File: config.mk
export PLATFORM = sky130hd
export DESIGN_NAME = rule_table_state_machine
export DESIGN_NICKNAME = d
export VERILOG_FILES = /design/src/hw/rtl/rtsm_pkg.sv /design/src/hw/rtl/rtsm_ram.sv /design/src/hw/rtl/rtsm_front.sv /design/src/hw/rtl/rtsm_back.sv /design/src/hw/rtl/rule_table_state_machine.sv
export SDC_FILE = /design/constraint.sdc
export NUM_CORES = 1
export LEC_CHECK = 0
export ABC_AREA = 1
export BUFFER_PORTS_ARGS = -buffer_cell sky130_fd_sc_hd__buf_2
export CORE_MARGIN = 2
export CORE_UTILIZATION = 31
export DETAILED_ROUTE_END_ITERATION = 10
export GPL_TIMING_DRIVEN = 0
export PLACE_DENSITY = 0.46
export REMOVE_ABC_BUFFERS = 1
export SYNTH_ARGS = -nofsm -noshare
export SYNTH_HDL_FRONTEND = slang
export SYNTH_HIERARCHICAL = 1
export SYNTH_SLANG_ARGS = --single-unit
export TNS_END_PERCENT = 30
File: constraint.sdc
create_clock -name clk -period 3.2 [get_ports clk]
set_input_delay 0.16 -clock clk [delete_from_list [all_inputs] [get_ports clk]]
set_output_delay 0.16 -clock clk [all_outputs]
set_load 0.01 [all_outputs]
File: src/hw/rtl/rtsm_pkg.sv
// Package for the rule table state machine: codes, types and default sizes.
`default_nettype none
package rtsm_pkg;

	// fixed field widths of the input and result words
	localparam int CODE_W  = 4;
	localparam int EVENT_W = 8;

	// default sizes
	localparam int MAX_STATES_DEF = 16;
	localparam int MAX_RULES_DEF  = 32;
	localparam int EVENT_BITS_DEF = 8;

	// command codes
	typedef enum logic [1:0] {
		OP_ADD_STATE = 2'd0,
		OP_ADD_RULE  = 2'd1,
		OP_SET_STATE = 2'd2,
		OP_TRIGGER   = 2'd3
	} op_t;

	// classified command word as it sits in the queue
	typedef struct packed {
		op_t                 op;
		logic [CODE_W-1:0]   code;
		logic                code_ok;  // code below MAX_STATES
		logic [EVENT_W-1:0]  ev;       // already masked to EVENT_BITS
		logic [CODE_W-1:0]   from;
		logic [CODE_W-1:0]   to;
	} item_t;

	// queue head toward the back end
	typedef struct packed {
		logic  vld;
		item_t item;
	} q_head_t;

	// one result word
	typedef struct packed {
		logic              accepted;
		logic              left_valid;
		logic [CODE_W-1:0] left_state;
		logic              entered_valid;
		logic [CODE_W-1:0] entered_state;
		logic              changed_by_event;
		logic              current_valid;
		logic [CODE_W-1:0] current_now;
	} res_t;

	// back end sequencer states
	typedef enum logic [1:0] {
		B_IDLE = 2'd0,
		B_SCAN = 2'd1,
		B_DONE = 2'd2
	} back_state_t;

endpackage
`default_nettype wire

File: src/hw/rtl/rtsm_ram.sv
// Generic single write port, single read port RAM with registered read.
`default_nettype none
module rtsm_ram #(
	parameter int DATA_W = 8,
	parameter int DEPTH  = 32,
	parameter int ADDR_W = (DEPTH > 1) ? $clog2(DEPTH) : 1
) (
	input  wire logic              clk,
	input  wire logic              we,
	input  wire logic [ADDR_W-1:0] waddr,
	input  wire logic [DATA_W-1:0] wdata,
	input  wire logic              re,
	input  wire logic [ADDR_W-1:0] raddr,
	output logic      [DATA_W-1:0] rdata
);

	logic [DATA_W-1:0] mem_q [DEPTH];

	// write port
	always_ff @(posedge clk) begin
		if (we) begin
			mem_q[waddr] <= wdata;
		end
	end

	// registered read port
	always_ff @(posedge clk) begin
		if (re) begin
			rdata <= mem_q[raddr];
		end
	end

endmodule
`default_nettype wire

File: src/hw/rtl/rtsm_front.sv
// Front end: takes command words, classifies them and queues them for the back end.
`default_nettype none
module rtsm_front #(
	parameter int MAX_STATES = rtsm_pkg::MAX_STATES_DEF,
	parameter int EVENT_BITS = rtsm_pkg::EVENT_BITS_DEF
) (
	input  wire logic                         clk,
	input  wire logic                         arst_n,
	input  wire logic                         in_valid,
	output logic                              in_stall,
	input  wire logic [1:0]                   command,
	input  wire logic [rtsm_pkg::CODE_W-1:0]  state_code,
	input  wire logic [rtsm_pkg::EVENT_W-1:0] event_code,
	input  wire logic [rtsm_pkg::CODE_W-1:0]  from_state,
	input  wire logic [rtsm_pkg::CODE_W-1:0]  to_state,
	output rtsm_pkg::q_head_t                 head,
	input  wire logic                         pop
);
	import rtsm_pkg::*;

	localparam int EVB = (EVENT_BITS < EVENT_W) ? EVENT_BITS : EVENT_W;
	localparam int EVM = (1 << EVB) - 1;
	localparam logic [EVENT_W-1:0] EV_MASK = EVENT_W'(EVM);

	item_t      q_item_q [2];
	logic       wr_ptr_q;
	logic       rd_ptr_q;
	logic [1:0] cnt_q;
	item_t      cls;
	logic       push;

	// classify the incoming word
	always_comb begin
		cls.op      = op_t'(command);
		cls.code    = state_code;
		cls.code_ok = (9'(state_code) < 9'(MAX_STATES));
		cls.ev      = event_code & EV_MASK;
		cls.from    = from_state;
		cls.to      = to_state;
	end

	assign in_stall = (cnt_q == 2'd2);
	assign push     = in_valid && !in_stall;

	// two entry queue
	always_ff @(posedge clk) begin
		if (push) begin
			q_item_q[wr_ptr_q] <= cls;
		end
	end

	always_ff @(posedge clk or negedge arst_n) begin
		if (!arst_n) begin
			wr_ptr_q <= 1'b0;
			rd_ptr_q <= 1'b0;
			cnt_q    <= 2'd0;
		end else begin
			if (push) begin
				wr_ptr_q <= !wr_ptr_q;
			end
			if (pop) begin
				rd_ptr_q <= !rd_ptr_q;
			end
			if (push && !pop) begin
				cnt_q <= cnt_q + 2'd1;
			end else if (pop && !push) begin
				cnt_q <= cnt_q - 2'd1;
			end
		end
	end

	assign head.vld  = (cnt_q != 2'd0);
	assign head.item = q_item_q[rd_ptr_q];

endmodule
`default_nettype wire

File: src/hw/rtl/rtsm_back.sv
// Back end: holds the machine state and rule table, executes queued commands.
`default_nettype none
module rtsm_back #(
	parameter int MAX_STATES = rtsm_pkg::MAX_STATES_DEF,
	parameter int MAX_RULES  = rtsm_pkg::MAX_RULES_DEF,
	parameter int EVENT_BITS = rtsm_pkg::EVENT_BITS_DEF
) (
	input  wire logic              clk,
	input  wire logic              arst_n,
	input  wire rtsm_pkg::q_head_t head,
	output logic                   pop,
	output logic                   out_valid,
	input  wire logic              out_stall,
	output rtsm_pkg::res_t         res
);
	import rtsm_pkg::*;

	localparam int EVB    = (EVENT_BITS < EVENT_W) ? EVENT_BITS : EVENT_W;
	localparam int NUM_ST = (MAX_STATES < 16) ? MAX_STATES : 16;
	localparam int SIB    = $clog2(NUM_ST);
	localparam int AW     = (MAX_RULES > 1) ? $clog2(MAX_RULES) : 1;
	localparam int CW     = $clog2(MAX_RULES + 1);
	localparam int RW     = EVB + 2 * CODE_W;

	back_state_t       st_q, st_nx;
	logic [NUM_ST-1:0] present_q, present_nx;
	logic [CODE_W-1:0] cur_q, cur_nx;
	logic              have_q, have_nx;
	logic [CW-1:0]     cnt_q;
	logic [CW-1:0]     idx_q;
	logic              chk_s1;
	logic              found_q;
	logic [CODE_W-1:0] tgt_q;
	logic              out_vld_q;
	res_t              res_q, res_nx;

	logic              full;
	logic              needs_scan;
	logic              issue;
	logic              match;
	logic              fin;
	logic              room;
	logic              go;
	logic [CODE_W-1:0] tgt;
	logic              rule_we;
	logic [RW-1:0]     rd_word;
	logic [EVB-1:0]    rd_ev;
	logic [CODE_W-1:0] rd_from;
	logic [CODE_W-1:0] rd_to;

	function automatic logic is_present(logic [CODE_W-1:0] c, logic [NUM_ST-1:0] pv);
		logic in_rng;
		in_rng = (9'(c) < 9'(MAX_STATES));
		return in_rng && pv[c[SIB-1:0]];
	endfunction

	// rule table
	rtsm_ram #(
		.DATA_W (RW),
		.DEPTH  (MAX_RULES),
		.ADDR_W (AW)
	) u_rules (
		.clk   (clk),
		.we    (rule_we),
		.waddr (cnt_q[AW-1:0]),
		.wdata ({head.item.ev[EVB-1:0], head.item.from, head.item.to}),
		.re    (issue),
		.raddr (idx_q[AW-1:0]),
		.rdata (rd_word)
	);

	assign rd_ev   = rd_word[RW-1 -: EVB];
	assign rd_from = rd_word[2*CODE_W-1 -: CODE_W];
	assign rd_to   = rd_word[CODE_W-1:0];

	assign full       = (cnt_q == CW'(MAX_RULES));
	assign needs_scan = (head.item.op == OP_TRIGGER) && have_q && (cnt_q != '0);
	assign match      = chk_s1 && (rd_ev == head.item.ev[EVB-1:0]) &&
	                    (rd_from == cur_q) && is_present(rd_to, present_q);
	assign room       = !out_vld_q || !out_stall;

	// sequencer next state
	always_comb begin
		st_nx = st_q;
		case (st_q)
			B_IDLE: begin
				if (head.vld && needs_scan) st_nx = B_SCAN;
			end
			B_SCAN: begin
				if (match || !issue) st_nx = B_DONE;
			end
			B_DONE: begin
				if (room) st_nx = B_IDLE;
			end
			default: st_nx = B_IDLE;
		endcase
	end

	// sequencer outputs
	always_comb begin
		issue = 1'b0;
		fin   = 1'b0;
		case (st_q)
			B_IDLE: fin = head.vld && !needs_scan && room;
			B_SCAN: issue = (idx_q < cnt_q);
			B_DONE: fin = room;
			default: begin
				issue = 1'b0;
				fin   = 1'b0;
			end
		endcase
	end

	assign pop     = fin;
	assign rule_we = fin && (head.item.op == OP_ADD_RULE) && !full;

	// command execution and result word
	always_comb begin
		present_nx = present_q;
		cur_nx     = cur_q;
		have_nx    = have_q;
		go         = 1'b0;
		tgt        = '0;
		res_nx     = '0;
		case (head.item.op)
			OP_ADD_STATE: begin
				if (head.item.code_ok && !present_q[head.item.code[SIB-1:0]]) begin
					present_nx[head.item.code[SIB-1:0]] = 1'b1;
					res_nx.accepted = 1'b1;
					if (!have_q) begin
						have_nx              = 1'b1;
						cur_nx               = head.item.code;
						res_nx.entered_valid = 1'b1;
						res_nx.entered_state = head.item.code;
					end
				end
			end
			OP_ADD_RULE: begin
				res_nx.accepted = !full;
			end
			OP_SET_STATE: begin
				go  = head.item.code_ok && present_q[head.item.code[SIB-1:0]];
				tgt = head.item.code;
			end
			OP_TRIGGER: begin
				go                      = (st_q == B_DONE) && found_q;
				tgt                     = tgt_q;
				res_nx.changed_by_event = go;
			end
			default: go = 1'b0;
		endcase
		if (go) begin
			res_nx.left_valid    = have_q;
			res_nx.left_state    = have_q ? cur_q : '0;
			res_nx.entered_valid = 1'b1;
			res_nx.entered_state = tgt;
			res_nx.accepted      = 1'b1;
			cur_nx               = tgt;
			have_nx              = 1'b1;
		end
		res_nx.current_valid = have_nx;
		res_nx.current_now   = have_nx ? cur_nx : '0;
	end

	// control and machine state
	always_ff @(posedge clk or negedge arst_n) begin
		if (!arst_n) begin
			st_q      <= B_IDLE;
			present_q <= '0;
			cur_q     <= '0;
			have_q    <= 1'b0;
			cnt_q     <= '0;
			idx_q     <= '0;
			chk_s1    <= 1'b0;
			found_q   <= 1'b0;
			out_vld_q <= 1'b0;
		end else begin
			st_q <= st_nx;
			if (fin) begin
				present_q <= present_nx;
				cur_q     <= cur_nx;
				have_q    <= have_nx;
				out_vld_q <= 1'b1;
				if (rule_we) begin
					cnt_q <= cnt_q + CW'(1);
				end
			end else if (!out_stall) begin
				out_vld_q <= 1'b0;
			end
			// scan pointer and compare stage
			if (st_q == B_IDLE) begin
				idx_q   <= '0;
				chk_s1  <= 1'b0;
				found_q <= 1'b0;
			end else if (st_q == B_SCAN) begin
				chk_s1 <= issue && !match;
				if (issue) begin
					idx_q <= idx_q + CW'(1);
				end
				if (match) begin
					found_q <= 1'b1;
				end
			end
		end
	end

	// target of the hit rule
	always_ff @(posedge clk) begin
		if ((st_q == B_SCAN) && match) begin
			tgt_q <= rd_to;
		end
	end

	// result register
	always_ff @(posedge clk) begin
		if (fin) begin
			res_q <= res_nx;
		end
	end

	assign out_valid = out_vld_q;
	assign res       = res_q;

endmodule
`default_nettype wire

File: src/hw/rtl/rule_table_state_machine.sv
// Top level of the programmable rule table state machine.
// Input channel (in_valid/in_stall) carries command words: add state, add rule,
// set current state, trigger event. A word is taken when in_valid is high and
// in_stall is low. A two word queue sits between the front end and the back end.
// Output channel (out_valid/out_stall) returns exactly one result word per
// command, in order, held in a register until taken.
// Add state, add rule and set state words go through the queue to the result
// register without a scan, so such words stream at one per cycle while out_stall
// is low. A trigger with a current state and a non-empty table scans the rule
// RAM one rule per cycle through its registered read port, first hit wins; a
// miss reads every rule below the rule count. Commands run one at a
// time in the back end; the front end keeps taking words while the queue has room.
// Reset clears present states, rule count and current state; no clearing pass
// is needed since only rules below the count are ever read.
// While out_stall is high the result word holds, the back end waits, and the
// queue fills and then raises in_stall.
`default_nettype none
module rule_table_state_machine #(
	parameter int MAX_STATES = rtsm_pkg::MAX_STATES_DEF,
	parameter int MAX_RULES  = rtsm_pkg::MAX_RULES_DEF,
	parameter int EVENT_BITS = rtsm_pkg::EVENT_BITS_DEF
) (
	input  wire logic                         clk,
	input  wire logic                         arst_n,
	input  wire logic                         in_valid,
	output logic                              in_stall,
	input  wire logic [1:0]                   command,
	input  wire logic [rtsm_pkg::CODE_W-1:0]  state_code,
	input  wire logic [rtsm_pkg::EVENT_W-1:0] event_code,
	input  wire logic [rtsm_pkg::CODE_W-1:0]  from_state,
	input  wire logic [rtsm_pkg::CODE_W-1:0]  to_state,
	output logic                              out_valid,
	input  wire logic                         out_stall,
	output logic                              accepted,
	output logic                              left_valid,
	output logic [rtsm_pkg::CODE_W-1:0]       left_state,
	output logic                              entered_valid,
	output logic [rtsm_pkg::CODE_W-1:0]       entered_state,
	output logic                              changed_by_event,
	output logic                              current_valid,
	output logic [rtsm_pkg::CODE_W-1:0]       current_now
);
	import rtsm_pkg::*;

	q_head_t head;
	logic    pop;
	res_t    res;

	rtsm_front #(
		.MAX_STATES (MAX_STATES),
		.EVENT_BITS (EVENT_BITS)
	) u_front (
		.clk        (clk),
		.arst_n     (arst_n),
		.in_valid   (in_valid),
		.in_stall   (in_stall),
		.command    (command),
		.state_code (state_code),
		.event_code (event_code),
		.from_state (from_state),
		.to_state   (to_state),
		.head       (head),
		.pop        (pop)
	);

	rtsm_back #(
		.MAX_STATES (MAX_STATES),
		.MAX_RULES  (MAX_RULES),
		.EVENT_BITS (EVENT_BITS)
	) u_back (
		.clk       (clk),
		.arst_n    (arst_n),
		.head      (head),
		.pop       (pop),
		.out_valid (out_valid),
		.out_stall (out_stall),
		.res       (res)
	);

	// unpack the result word
	assign accepted         = res.accepted;
	assign left_valid       = res.left_valid;
	assign left_state       = res.left_state;
	assign entered_valid    = res.entered_valid;
	assign entered_state    = res.entered_state;
	assign changed_by_event = res.changed_by_event;
	assign current_valid    = res.current_valid;
	assign current_now      = res.current_now;

	// a refused command never moves the machine
	a_refused_quiet: assert property (@(posedge clk) disable iff (!arst_n)
		out_valid && !accepted |-> !left_valid && !entered_valid)
		else $error("refused command reports a state change");

	// a leave always comes with an enter
	a_leave_enter: assert property (@(posedge clk) disable iff (!arst_n)
		out_valid && left_valid |-> entered_valid)
		else $error("leave without enter");

	// an event transition is a full, accepted change of state
	a_event_change: assert property (@(posedge clk) disable iff (!arst_n)
		out_valid && changed_by_event |-> accepted && left_valid && entered_valid)
		else $error("event transition incomplete");

	// the entered state is the new current state
	a_enter_current: assert property (@(posedge clk) disable iff (!arst_n)
		out_valid && entered_valid |-> current_valid && (current_now == entered_state))
		else $error("entered state differs from current state");

endmodule
`default_nettype wire
==> metrics.cfg <==
[placement]
post-place-cells=3412
place_area_mm2=0.02833
place_hpwl_mm=40.88
gp_congestion=0.7720
dp_slack_ns=-1.241
port_buffers=44

[power_and_ir_drop]
p_seq_frac=0.404
leakagePower_nw=11.59
total_power_mw=28.20
combPwrFrac=0.324
ir_worst_vdd_v=0.0005328
p_clk_frac=0.273
p_int_mw=17.67
swShare=0.3734
powerDensity_mw_per_mm2=896.6
power.switching_mw=10.53

[route]
dr.pass1.iters=5
avgRoutedWirePerCell_um=19.97
viasPerCell=4.827
routed-wl-met3_mm=3.598
drt-initial-drc-count=1578
wl_met1_mm=31.65
drc=0
vias=17320
final_antenna_net_count=0
wl_met2_mm=34.22
routed.top_layer=met4
drt-total-wl_mm=71.66

[timing]
drv_slew=0
max_freq_mhz=328.3
clock_skew_ns=0.02012
fin_ws_ns=0.1539
min_period_ns=3.046
slew_headroom=0.1041
timing.final.crit_share=0.9519
setup_viol=0
rsz0062_at_grt=true
hold_viol=0
tightestPinTransition_ns=1.342

[cells_and_area]
instances_no_fill=3588
final_common_cell=nand2_1
diodes=0
layout_common_cells=853 x nand2_1, 593 x edfxtp_1, 417 x nand3_1, 72 x clkbuf_16, 67 x inv_1
register_area_mm2=0.01888
fillers=8334
final_nets=2429
drive_above_1_share=0.1215
final_design_area_no_fill_mm2=0.03145
syn_to_final_growth_pct=18.15
multi_input_area_mm2=0.006933

[clock_network]
cts.clk_slew.worst_paths_ns=0.06
cts_tree=done
numCtsBuffers=69
cts.sinks=635
ctsLongestPathBuffers=3
worstSkewPairLatency_ns=0.61
clockRootBuffer=clkbuf_16
cts_max_level=3

[synthesis]
synthFlopType=edfxtp_1
yosys.area.top_type=edfxtp_1
syn_inst=2298
synth-seq-area-share=0.7085
synthTopCellsByArea=edfxtp_1 67%, nand2_1 12%, nand3_1 7.9%
synth.distinct_cells=42
ys_ff_latch=635
async_reset_ff_frac=0.06614
yosysWarnings=6
yosysTopAreaCellShare=0.6690
avgSynthCellArea_um2=11.58
synth-edff-count=593
netlist_area_mm2=0.02662

[setup_path]
crit_chain=buf_16 -> buf_16 -> inv_16 -> buf_16 -> nand2_1 -> nand3_1 -> nand3_1 -> nand2_1 -> nand2_1 -> nand2_1 -> nand2_1 -> nand2_1
worst-setup-path-type=flop to flop
critPathLaunchType=flop
max_stage_delay_ns=0.59
cpMaxStageDelayCell=dfrtp_4
crit_fanout=99
crit_arrival_ns=3.40
cp-end-kind=flop
crit_top_cell=nand2_1
required_ns=3.55
regToRegSetupSlack_ns=0.15

[hold_path]
hp-class=input port to flop

[grt]
grt.total_usage=0.1595
grt_pass1_vias=16573
grt_pass1_wl_mm=106.5
grt_max_degree=100
antenna_found_initial=1
grt.overflow.total=0

[die]
rows=107
die_w_um=297.0
fp.coreArea_mm2=0.08515
dieArea_mm2=0.08822
die_h_um=297.0
initial_core_util=0.3126
ioPinCount=45

[run_status]
status=complete, no violations

[run]
cap_violations=0

## flip-flops by register name, summed over array words and instances (netlist names), 2 cells and up
signal	cells
u_back/u_rules/mem_q	512
u_front/q_item_q	44
u_back/res	17
u_back/present_q	16
u_back/u_rules/rdata	16
u_back/cnt_q	6
u_back/idx_q	6
u_back/cur_q	4
u_back/tgt_q	4
u_back/st_q	2
u_front/cnt_q	2
## kinds of logic after synthesis
kind of cell,Yosys count,share of synthesized area
other,1,0.0001409
AO/OA/AOI/OAI,56,0.01250
AND/OR/NAND/NOR,1371,0.2186
adder cells (fa/ha/maj),9,0.004231
flip-flops,635,0.7085
multiplexers,22,0.009308
XOR/XNOR,15,0.004936
buffers and inverters,189,0.04179
## cell type report
class,count,share of cell area
clock buffer,88,0.06048
clock inverter,33,0.008594
inverter,73,0.009549
multi-input combinational,1474,0.2205
sequential,635,0.6003
tap,1144,0.04552
timing repair buffer,141,0.05511
## worst max-delay path, delay by kind of cell, from the launching register on
kind          cells  cell delay [ns]
flops             1             0.59
buf+inv           4             1.09
simple gates      8             0.86
## power groups by stage
stage / registers [mW] / logic [mW] / clock network, mW
after global routing: 11.5 / 10.1 / 8.24
after CTS: 11.5 / 9.04 / 7.93
final: 11.4 / 9.12 / 7.69
after floorplan: 11.6 / 4.89 / 0
after global placement: 11.9 / 6.50 / 0
after detailed placement: 11.6 / 8.74 / 0
## through the flow
stage                       util  hold WS, ns   TNS, ns
after global routing      0.3693       0.2614   -0.3764
after global placement    0.3222       0.3475  -1225.82
after detailed placement  0.3327       0.3511   -517.02
after CTS                 0.3663       0.2299   -0.1057
final                     0.3693       0.2734         0
after floorplan                -      -0.1356   -140.82
## synth_stat cells (2+ instances only)
cell / instances
nand2_1: 853
edfxtp_1: 593
nand3_1: 421
inv_1: 68
nor2_1: 64
dfrtp_1: 42
buf_2: 33
buf_4: 31
buf_6: 27
o21ai_0: 27
mux2_2: 22
clkbuf_1: 20
xor2_1: 12
a21oi_1: 9
ha_1: 9
nand4_1: 8
o21bai_1: 8
nand2_2: 7
and2_1: 4
inv_2: 4
nor3_1: 3
o21ai_1: 3
o22ai_1: 3
xnor2_1: 3
buf_1: 2
nand2_4: 2
nand3b_1: 2
nor2_4: 2
nor2_8: 2
o21a_1: 2
## metal layers
metal	vias to the layer above	global-route usage
met5	-	0
met1	8607	0.2156
met2	449	0.2608
met4	0	0.05375
li1	8140	-
met3	124	0.02615
## final timing paths
path,from,endpoint,cells after the start
max in group asynchronous,arst_n,u_front/rd_ptr_q,2
min in group asynchronous,arst_n,u_back/cur_q[1],2
min,from_state[2],u_front/q_item_q[1][6],2
max,u_back/idx_q[0],u_back/u_rules/rdata[11],12
max reg2reg,u_back/idx_q[0],u_back/u_rules/rdata[11],12
min reg2reg,u_front/wr_ptr_q,u_front/wr_ptr_q,2
## repair_timing
item	CTS	global route
endpoints found under the hold margin	88	0
hold buffers	25	0
pin swaps	11	10
cloned	1	0
setup buffers	12	17
endpoints found under the setup margin	572	328
gates resized for setup	41	5
No activity file was read; power rests on OpenSTA's default activity.
